File: config.mk
export PLATFORM = sky130hd
export DESIGN_NAME = gf2_matrix_unit
export DESIGN_NICKNAME = d
export VERILOG_FILES = /design/src/sv/gf2mu_pkg.sv /design/src/sv/gf2mu_ctrl.sv /design/src/sv/gf2mu_dpath.sv /design/src/sv/gf2_matrix_unit.sv
export SDC_FILE = /design/constraint.sdc
export NUM_CORES = 1
export LEC_CHECK = 0
export BUFFER_PORTS_ARGS = -buffer_cell sky130_fd_sc_hd__buf_2
export CAP_MARGIN = 20
export CELL_PAD_IN_SITES_DETAIL_PLACEMENT = 1
export CELL_PAD_IN_SITES_GLOBAL_PLACEMENT = 2
export CORE_ASPECT_RATIO = 1.75
export CORE_MARGIN = 3
export CORE_UTILIZATION = 42
export CTS_BUF_LIST = sky130_fd_sc_hd__clkbuf_8 sky130_fd_sc_hd__clkbuf_16
export DETAILED_ROUTE_END_ITERATION = 6
export GPL_ROUTABILITY_DRIVEN = 0
export PLACE_DENSITY_LB_ADDON = 0.15
export SLEW_MARGIN = 20
export SYNTH_ARGS = -nofsm -noshare
export SYNTH_HDL_FRONTEND = slang
export SYNTH_SLANG_ARGS = --single-unit
File: constraint.sdc
create_clock -name clk -period 3.4 [get_ports clk]
set_clock_uncertainty 0.1 [all_clocks]
set_input_delay 0.68 -clock clk [delete_from_list [all_inputs] [get_ports clk]]
set_output_delay 0.68 -clock clk [all_outputs]
set_load 0.03 [all_outputs]
File: src/sv/gf2mu_pkg.sv
// ----------------------------------------------------------------------------
// gf2mu_pkg
// Shared types, constants and helper functions of the GF(2) matrix unit.
// ----------------------------------------------------------------------------
`default_nettype none

package gf2mu_pkg;

	localparam int MAX_DIM    = 16;
	localparam int ROW_W      = 16;
	localparam int IDX_W      = 4;
	localparam int DEPTH      = 2 ** IDX_W;
	localparam int DIM_W      = 5;
	localparam int OP_W       = 3;
	localparam int CFG_IDX_W  = 2;
	localparam int S_TDATA_W  = 24;
	localparam int S_TUSER_W  = OP_W;
	localparam int M_TDATA_W  = 24;
	localparam int DIM_LIMIT  = (MAX_DIM < DEPTH) ? MAX_DIM : DEPTH;

	typedef logic [DIM_W-1:0] dim_t;
	typedef logic [ROW_W-1:0] row_t;
	typedef logic [IDX_W-1:0] idx_t;

	localparam dim_t DIM_MAX = dim_t'(DIM_LIMIT);

	typedef enum logic [OP_W-1:0] {
		OP_LOAD_A = 3'd0,
		OP_LOAD_B = 3'd1,
		OP_MUL    = 3'd2,
		OP_ADD    = 3'd3,
		OP_TRANS  = 3'd4,
		OP_CMP    = 3'd5
	} op_t;

	typedef enum logic [CFG_IDX_W-1:0] {
		REG_A_ROWS = 2'd0,
		REG_A_COLS = 2'd1,
		REG_B_ROWS = 2'd2,
		REG_B_COLS = 2'd3
	} cfg_reg_t;

	typedef struct packed {
		logic wr_a;
		logic wr_b;
		op_t  op;
		idx_t idx;
		logic scan;
		logic scan_clr;
		logic emit;
	} cmd_t;

	typedef struct packed {
		logic out_free;
		logic idx_last;
		logic item_last;
	} status_t;

	// A size of zero counts as one, a size above the limit as the limit.
	function automatic dim_t eff_dim(input dim_t v);
		dim_t r;
		if (v == '0) begin
			r = dim_t'(1);
		end else if (v > DIM_MAX) begin
			r = DIM_MAX;
		end else begin
			r = v;
		end
		return r;
	endfunction

	function automatic row_t col_mask(input dim_t n);
		row_t m;
		for (int c = 0; c < ROW_W; c++) begin
			m[c] = (dim_t'(c) < n);
		end
		return m;
	endfunction

endpackage

`default_nettype wire

File: src/sv/gf2mu_ctrl.sv
// ----------------------------------------------------------------------------
// gf2mu_ctrl
// Command sequencer: accepts requests, steps the row counter and tells the
// datapath when to write, scan and emit.
// ----------------------------------------------------------------------------
`default_nettype none

module gf2mu_ctrl (
	input  wire logic                          clk,
	input  wire logic                          arst_n,
	input  wire logic                          s_tvalid,
	output logic                               s_tready,
	input  wire logic [gf2mu_pkg::OP_W-1:0]    opcode,
	output gf2mu_pkg::cmd_t                    cmd,
	input  wire gf2mu_pkg::status_t            status
);
	import gf2mu_pkg::*;

	typedef enum logic [1:0] {
		S_IDLE,
		S_ROWS,
		S_SCAN
	} state_t;

	state_t state_q;
	op_t    op_q;
	idx_t   cnt_q;
	op_t    op_in;
	logic   accept;

	assign s_tready = (state_q == S_IDLE);
	assign accept   = s_tvalid && s_tready;
	assign op_in    = op_t'(opcode);

	always_comb begin
		cmd          = '0;
		cmd.op       = op_q;
		cmd.idx      = cnt_q;
		cmd.wr_a     = accept && (op_in == OP_LOAD_A);
		cmd.wr_b     = accept && (op_in == OP_LOAD_B);
		cmd.scan_clr = accept && (op_in == OP_CMP);
		cmd.scan     = (state_q == S_SCAN);
		cmd.emit     = (state_q == S_ROWS) && status.out_free;
	end

	always_ff @(posedge clk or negedge arst_n) begin
		if (!arst_n) begin
			state_q <= S_IDLE;
			op_q    <= OP_LOAD_A;
			cnt_q   <= '0;
		end else begin
			case (state_q)
				S_IDLE: begin
					if (accept) begin
						op_q  <= op_in;
						cnt_q <= '0;
						case (op_in)
							OP_MUL, OP_ADD, OP_TRANS: state_q <= S_ROWS;
							OP_CMP:                   state_q <= S_SCAN;
							default:                  state_q <= S_IDLE;
						endcase
					end
				end
				S_ROWS: begin
					if (status.out_free) begin
						if (status.item_last) begin
							state_q <= S_IDLE;
						end else begin
							cnt_q <= cnt_q + 1'b1;
						end
					end
				end
				S_SCAN: begin
					if (status.idx_last) begin
						state_q <= S_ROWS;
					end else begin
						cnt_q <= cnt_q + 1'b1;
					end
				end
				default: state_q <= S_IDLE;
			endcase
		end
	end

endmodule

`default_nettype wire

File: src/sv/gf2mu_dpath.sv
// ----------------------------------------------------------------------------
// gf2mu_dpath
// Matrix storage, size registers, row arithmetic and the output register.
// ----------------------------------------------------------------------------
`default_nettype none

module gf2mu_dpath (
	input  wire logic                              clk,
	input  wire logic                              arst_n,
	input  wire logic                              cfg_valid,
	input  wire logic [gf2mu_pkg::CFG_IDX_W-1:0]   cfg_index,
	input  wire logic [gf2mu_pkg::DIM_W-1:0]       cfg_data,
	input  wire logic [gf2mu_pkg::IDX_W-1:0]       load_row,
	input  wire logic [gf2mu_pkg::ROW_W-1:0]       load_bits,
	input  wire gf2mu_pkg::cmd_t                   cmd,
	output gf2mu_pkg::status_t                     status,
	output logic                                   out_valid,
	input  wire logic                              out_ready,
	output logic [gf2mu_pkg::IDX_W-1:0]            out_row,
	output logic [gf2mu_pkg::ROW_W-1:0]            out_bits,
	output logic                                   equal_flag,
	output logic                                   size_error,
	output logic                                   last_row
);
	import gf2mu_pkg::*;

	row_t a_rows_q [DEPTH];
	row_t b_rows_q [DEPTH];
	dim_t a_row_cnt_q, a_col_cnt_q, b_row_cnt_q, b_col_cnt_q;
	logic mism_q;
	logic out_valid_q;
	idx_t out_row_q;
	row_t out_bits_q;
	logic equal_q, error_q, last_q;

	dim_t ar, ac, br, bc;
	row_t mask_ar, mask_ac, mask_bc;
	row_t arow, brow, sum, prod, trans, res;
	logic [ROW_W-1:0] mul_terms [ROW_W];
	idx_t cnt_last;
	logic idx_last, single, is_cmp, sizes_eq, diff_any;

	assign ar = eff_dim(a_row_cnt_q);
	assign ac = eff_dim(a_col_cnt_q);
	assign br = eff_dim(b_row_cnt_q);
	assign bc = eff_dim(b_col_cnt_q);

	assign mask_ar = col_mask(ar);
	assign mask_ac = col_mask(ac);
	assign mask_bc = col_mask(bc);

	assign arow = a_rows_q[cmd.idx];
	assign brow = b_rows_q[cmd.idx];
	assign sum  = (arow ^ brow) & mask_ac;
	assign diff_any = |sum;

	always_comb begin
		for (int c = 0; c < ROW_W; c++) begin
			for (int j = 0; j < ROW_W; j++) begin
				mul_terms[c][j] = arow[j] & mask_ac[j] & b_rows_q[j][c];
			end
		end
		for (int c = 0; c < ROW_W; c++) begin
			prod[c] = ^mul_terms[c];
		end
		for (int i = 0; i < ROW_W; i++) begin
			trans[i] = a_rows_q[i][cmd.idx] & mask_ar[i];
		end
	end

	always_comb begin
		case (cmd.op)
			OP_MUL:   res = prod & mask_bc;
			OP_ADD:   res = sum;
			OP_TRANS: res = trans;
			default:  res = '0;
		endcase
	end

	assign cnt_last = (cmd.op == OP_TRANS) ? idx_t'(ac - 1'b1) : idx_t'(ar - 1'b1);
	assign idx_last = (cmd.idx == cnt_last);
	assign sizes_eq = (ar == br) && (ac == bc);
	assign is_cmp   = (cmd.op == OP_CMP);
	assign single   = ((cmd.op == OP_MUL) && (ac != br)) ||
	                  ((cmd.op == OP_ADD) && !sizes_eq);

	assign status.out_free  = !out_valid_q || out_ready;
	assign status.idx_last  = idx_last;
	assign status.item_last = single || is_cmp || idx_last;

	always_ff @(posedge clk) begin
		if (cmd.wr_a && (dim_t'(load_row) < DIM_MAX)) begin
			a_rows_q[load_row] <= load_bits;
		end
		if (cmd.wr_b && (dim_t'(load_row) < DIM_MAX)) begin
			b_rows_q[load_row] <= load_bits;
		end
	end

	always_ff @(posedge clk or negedge arst_n) begin
		if (!arst_n) begin
			a_row_cnt_q <= dim_t'(1);
			a_col_cnt_q <= dim_t'(1);
			b_row_cnt_q <= dim_t'(1);
			b_col_cnt_q <= dim_t'(1);
			mism_q      <= 1'b0;
			out_valid_q <= 1'b0;
		end else begin
			if (cfg_valid) begin
				case (cfg_reg_t'(cfg_index))
					REG_A_ROWS: a_row_cnt_q <= cfg_data;
					REG_A_COLS: a_col_cnt_q <= cfg_data;
					REG_B_ROWS: b_row_cnt_q <= cfg_data;
					REG_B_COLS: b_col_cnt_q <= cfg_data;
					default: ;
				endcase
			end
			if (cmd.scan_clr) begin
				mism_q <= 1'b0;
			end else if (cmd.scan) begin
				mism_q <= mism_q | diff_any;
			end
			if (cmd.emit) begin
				out_valid_q <= 1'b1;
			end else if (out_ready) begin
				out_valid_q <= 1'b0;
			end
		end
	end

	always_ff @(posedge clk) begin
		if (cmd.emit) begin
			if (single || is_cmp) begin
				out_row_q  <= '0;
				out_bits_q <= '0;
				equal_q    <= is_cmp && sizes_eq && !mism_q;
				error_q    <= single;
				last_q     <= 1'b1;
			end else begin
				out_row_q  <= cmd.idx;
				out_bits_q <= res;
				equal_q    <= 1'b0;
				error_q    <= 1'b0;
				last_q     <= idx_last;
			end
		end
	end

	assign out_valid  = out_valid_q;
	assign out_row    = out_row_q;
	assign out_bits   = out_bits_q;
	assign equal_flag = equal_q;
	assign size_error = error_q;
	assign last_row   = last_q;

endmodule

`default_nettype wire

File: src/sv/gf2_matrix_unit.sv
// ----------------------------------------------------------------------------
// gf2_matrix_unit
// Two 16x16 bit matrices over GF(2) with multiply, add, transpose and compare.
// ----------------------------------------------------------------------------
// Requests arrive on the s_ channel: s_tuser carries the opcode, s_tdata the
// load row index and packed row bits. Loads of A or B give no result.
// Multiply, add and transpose emit one result row per cycle on the m_ channel
// unless the receiver stalls; m_tlast marks the final row. A size mismatch on
// multiply or add gives a single result with the error bit in m_tuser.
// Compare scans one row of A and B per cycle over the rows in use and then
// gives one result with the equal flag. The row counter sets this rate: a
// new request is taken once the last row has entered the output register.
// Configuration writes on the cfg_ channel set the four sizes and are always
// taken; the user must issue them only while the block is idle, which the
// block itself does not enforce. Reset sets every size to one and empties
// the output register; matrix contents are undefined until loaded. When the
// receiver stalls, the current row holds in the output register and the row
// counter waits.
// ----------------------------------------------------------------------------
`default_nettype none

module gf2_matrix_unit (
	input  wire logic                                clk,
	input  wire logic                                arst_n,
	input  wire logic                                s_tvalid,
	output logic                                     s_tready,
	// load_row [3:0], load_bits [19:4], unused [23:20]
	input  wire logic [gf2mu_pkg::S_TDATA_W-1:0]     s_tdata,
	// opcode [2:0]
	input  wire logic [gf2mu_pkg::S_TUSER_W-1:0]     s_tuser,
	output logic                                     m_tvalid,
	input  wire logic                                m_tready,
	// out_row [3:0], out_bits [19:4], equal_flag [20], zero fill [23:21]
	output logic [gf2mu_pkg::M_TDATA_W-1:0]          m_tdata,
	// size_error [0]
	output logic                                     m_tuser,
	output logic                                     m_tlast,
	input  wire logic                                cfg_valid,
	output logic                                     cfg_ready,
	input  wire logic [gf2mu_pkg::CFG_IDX_W-1:0]     cfg_index,
	input  wire logic [gf2mu_pkg::DIM_W-1:0]         cfg_data
);
	import gf2mu_pkg::*;

	cmd_t    cmd;
	status_t status;
	idx_t    out_row;
	row_t    out_bits;
	logic    equal_flag;

	assign cfg_ready = 1'b1;

	gf2mu_ctrl u_ctrl (
		.clk      (clk),
		.arst_n   (arst_n),
		.s_tvalid (s_tvalid),
		.s_tready (s_tready),
		.opcode   (s_tuser[OP_W-1:0]),
		.cmd      (cmd),
		.status   (status)
	);

	gf2mu_dpath u_dpath (
		.clk        (clk),
		.arst_n     (arst_n),
		.cfg_valid  (cfg_valid),
		.cfg_index  (cfg_index),
		.cfg_data   (cfg_data),
		.load_row   (s_tdata[IDX_W-1:0]),
		.load_bits  (s_tdata[IDX_W+ROW_W-1:IDX_W]),
		.cmd        (cmd),
		.status     (status),
		.out_valid  (m_tvalid),
		.out_ready  (m_tready),
		.out_row    (out_row),
		.out_bits   (out_bits),
		.equal_flag (equal_flag),
		.size_error (m_tuser),
		.last_row   (m_tlast)
	);

	assign m_tdata = {{(M_TDATA_W - IDX_W - ROW_W - 1){1'b0}}, equal_flag, out_bits, out_row};

endmodule

`default_nettype wire
==> impl_table.tex <==
\begin{tabular}{lr}
\hline
Metric & Value \\
\hline
\multicolumn{2}{l}{\textbf{Synthesis}} \\
\quad Mapped Cells & 2054 \\
\quad Count of different cell masters after synthesis & 90 \\
\quad Mean Syn Cell Area & around 14 sq um \\
\quad Post-synthesis sequential area ratio & between 50\% and 60\% \\
\quad Flip-flop cell with the highest count after synthesis & edfxtp\_1 \\
\quad Ranking of synthesized cells by area & edfxtp\_1, mux4\_2, mux2i\_1, xnor3\_1, nand2\_1 \\
\quad Post-synth top area share & between 50\% and 60\% \\
\quad Mapped cell area & approximately 30000 sq um \\
\quad Area leader, netlist & edfxtp\_1 \\
\quad Synthesis warning total & 0 \\
\quad Share of synthesized registers carrying an async set or reset & between 5 and 6\% \\
\quad Number of flops mapped to enable cells by yosys & 535 \\
\quad Number of synthesized register bits & around 570 \\
\multicolumn{2}{l}{\textbf{STA}} \\
\quad Worst setup margin & -0.414 ns \\
\quad Final min period & between 3 and 4 ns \\
\quad Number of failing hold endpoints at the final stage & 0 \\
\quad Setup repair after global routing missed its margin & yes \\
\quad Highest achievable clock rate & roughly 0.26 GHz \\
\quad Max-Slew Margin vs Limit & 34.1\% \\
\quad Fin crit share & 112\% \\
\quad Minimum hold slack & 0.0557 ns \\
\quad Slew @ Worst Pin & $\sim$1 ns \\
\quad Count of pins over their slew limit & 0 \\
\quad Final-report setup violation count & 17 \\
\multicolumn{2}{l}{\textbf{Power}} \\
\quad Total leakage power & approximately 0.013 uW \\
\quad Power per unit of standard cell area & $\sim$950 nW/um\^{}2 \\
\quad Part of the total power dissipated in sequential elements & roughly a quarter \\
\quad Net load switching power & $\sim$14000 uW \\
\quad Internal power & between 20000 and 25000 uW \\
\quad Worst IR Drop VDD & roughly 740 uV \\
\quad Net Sw Frac & a little under 40\% \\
\quad Combinational fraction of design power & between 50\% and 60\% \\
\quad Part of the total power dissipated in the clock network & between 10\% and 20\% \\
\multicolumn{2}{l}{\textbf{Floorplanning}} \\
\quad Core box area & 69700 sq um \\
\quad Die W & between 200 and 250 um \\
\quad Chip height & $\sim$360 um \\
\quad Number of top-level pins & 68 \\
\quad Cell Rows & roughly 130 \\
\quad Initial Utilization & approximately 42\% \\
\quad Total Die Area & approximately 74000 sq um \\
\multicolumn{2}{l}{\textbf{Min path}} \\
\quad HP Class & input port to asynchronous set/reset pin \\
\multicolumn{2}{l}{\textbf{Global routing}} \\
\quad Global-route wire length before repair & $\sim$170000 um \\
\quad Grt total ovfl & 0 \\
\quad Largest net degree at the start of global routing & 41 \\
\quad GRT Overall Usage & 32.4\% \\
\quad Via count of the first global-routing pass & 22304 \\
\quad Initial antenna violation count & 1 \\
\multicolumn{2}{l}{\textbf{Clock tree}} \\
\quad Post-CTS clock slew at the launch and capture registers of the worst setup and hold paths & around 0.070 ns \\
\quad Sink Count & about 570 \\
\quad Clock buffers created by TritonCTS & 56 \\
\quad Count of hold-fix buffers inserted at cts & 0 \\
\quad Number of H-tree levels & 2 \\
\quad Max Buffers Root-to-Sink & 3 \\
\quad Clock tree from TritonCTS & built \\
\quad Insertion delay of the later-clocked pin in the worst-skew pair & between 0.6 and 0.7 ns \\
\quad Library cell used as clock root buffer & clkbuf\_16 \\
\multicolumn{2}{l}{\textbf{Cells and area}} \\
\quad Nets & 2515 \\
\quad Post-route standard cell area excluding fillers & 37300 sq um \\
\quad Layout cell share with drive strength beyond 1 & a little under two fifths \\
\quad Share of the core filled with cells & a little over half \\
\quad Area added between synthesis and finish & 26.1\% \\
\multicolumn{2}{l}{\textbf{Drt}} \\
\quad DR WL/cell & $\sim$35 um \\
\quad Final wirelength & 121000 um \\
\quad DRC viols & 0 \\
\quad Via-per-instance ratio & approximately 6.2 \\
\quad TritonRoute pass-1 iters & 5 \\
\quad Vias & $\sim$21000 \\
\quad DRC marker count from the first detailed-route iteration & between 1500 and 2000 \\
\quad Post-route ant nets & 0 \\
\multicolumn{2}{l}{\textbf{Outcome}} \\
\quad Status & finished, violations left \\
\quad Failing checks & negative setup slack \\
\multicolumn{2}{l}{\textbf{Worst setup path}} \\
\quad Category of the worst setup path launch point & register \\
\quad Start point of the critical path & u\_ctrl.cnt\_q[0] \\
\quad Source of the worst register-to-register timing path & u\_ctrl.cnt\_q[0] \\
\quad Critical path capture point type & register \\
\quad Crit path DAT & about 4.2 ns \\
\quad Worst Path Class, Setup & register to register \\
\quad Maximum net fanout on the critical path & 7 \\
\quad Critical Path RT & about 3.8 ns \\
\multicolumn{2}{l}{\textbf{Run}} \\
\quad Reported max-cap violation count & 0 \\
\multicolumn{2}{l}{\textbf{Place}} \\
\quad Placed Area & between 30000 and 40000 sq um \\
\quad Buffers on Ports & slightly below 60 \\
\quad Detailed-placement wirelength estimate & between 80000 and 90000 um \\
\hline
\end{tabular}
cells in the mapped netlist, types with 14 or more instances:
cell	instances
inv_1	25
nand2b_1	17
mux2i_1	134
edfxtp_1	535
buf_6	19
a221oi_1	33
dfrtp_1	27
mux2_2	40
mux4_2	127
xnor2_1	102
a21oi_1	44
o21ai_0	43
nand3_1	23
nor3_1	14
nand2_1	284
nor2_1	90
buf_2	25
xor2_1	62
buf_4	25
a22oi_1	35
xnor3_1	49
nor2b_1	19
clkbuf_1	49
power groups by stage:
stage	combinational, uW	sequential [uW]	clock [uW]
6_report	20800	8200	6280
5_1_grt	21500	8220	6600
4_1_cts	19400	8220	6360
3_5_place_dp	17700	8360	0
3_3_place_gp	17400	8350	0
2_1_floorplan	10300	8420	0
placed cells by master (no fill, tap or decap), drive strengths merged, types with 23 or more instances in the layout:
| cell | n |
|---|---|
| xor2 | 62 |
| a221oi | 34 |
| nand2 | 285 |
| xnor2 | 103 |
| a21oi | 47 |
| clkinv | 23 |
| nand3 | 23 |
| o21ai | 50 |
| xnor3 | 50 |
| dfrtp | 27 |
| edfxtp | 535 |
| mux2i | 134 |
| buf | 482 |
| mux4 | 127 |
| clkbuf | 60 |
| nor2 | 90 |
| a22oi | 37 |
| mux2 | 40 |
| inv | 36 |
state kept, by name (all words and copies together) (netlist names), 2 cells and up:
name and flops:
u_dpath.a_rows_q 256, u_dpath.b_rows_q 256, u_dpath.out_bits 16, u_dpath.a_col_cnt_q 5
u_dpath.a_row_cnt_q 5, u_dpath.b_col_cnt_q 5, u_dpath.b_row_cnt_q 5, u_ctrl.cnt_q 4
u_dpath.out_row 4, u_ctrl.op_q 3, u_ctrl.state_q 2
kinds of logic (layout without fill, tap and decap cells):
family,count (synthesis),after routing,synth area share (%)
buffers and inverters,156,615,3.05
DFF,566,566,56.9
other,2,5,0.0254
xor gates and xnor gates,218,218,8.96
AOI/OAI and AO/OA,302,302,7.53
and+or+nand+nor,503,503,7.52
muxes,301,301,15.7
adders and majority gates,6,6,0.254
layout make-up:
type / instances / area, sq um
repair buffers: 486 / 4440
inverters: 26 / 101
clock inverters: 46 / 372
diodes: 1 / 2.50
multi-input cells: 1334 / 13000
flip-flops and latches: 566 / 16900
well taps: 910 / 1140
clock buffers: 57 / 1430
fillers: 6741 / 32400
stage by stage:
stage                     std cells  setup slack [ns]  TNS, ns  total power, uW
after floorplan                2056            0.0604        0            18700
after global placement         3226            -0.617    -8.52            25800
after detailed placement       3226            -0.778   -10.51            26100
after CTS                      3372            -0.342    -4.74            34000
after global routing           3425            -0.457    -6.16            36300
final                          3426            -0.414    -4.97            35300
worst max-delay path, cell delays in order, from the launching register on:
cell and delay, ns:
dfrtp_4 0.54, buf_12 0.16, buf_12 0.13, mux4_2 0.45, a22oi_2 0.22, o211ai_4 0.11
buf_12 0.15, buf_6 0.12, nand3_2 0.06, xor2_1 0.18, xnor3_1 0.44, xnor3_1 0.24
xnor3_2 0.44, o32ai_2 0.27
layer usage:
layer	up-vias	global-route usage (%)	part of all wire, %
li1	8741	-	-
met1	10930	33.4	32
met2	986	60.3	53
met3	415	4.27	5.2
met4	0	21.6	9.2
met5	-	0	0
worst paths after layout:
| check | to | slack, ns | cells past startpoint |
|---|---|---|---|
| worst min-delay path | u_ctrl.op_q[2] | 0.06 | 1 |
| worst min register to register | u_dpath.a_row_cnt_q[4] | 0.48 | 1 |
| worst max register to register | u_dpath.out_bits[3] | -0.41 | 13 |
| worst max-delay path | u_dpath.out_bits[3] | -0.41 | 13 |
| min in group clk | u_ctrl.op_q[0] | 0.23 | 2 |
| max in group asynchronous | u_ctrl.cnt_q[2] | 2.48 | 1 |
what timing repair did:
item,4_1_cts,5_1_grt
resized for setup,161,133
cloned,3,2
pin swaps,46,51
setup buffers,42,58
setup endpoints to repair,20,21
No activity file was read; power rests on OpenSTA's default activity.
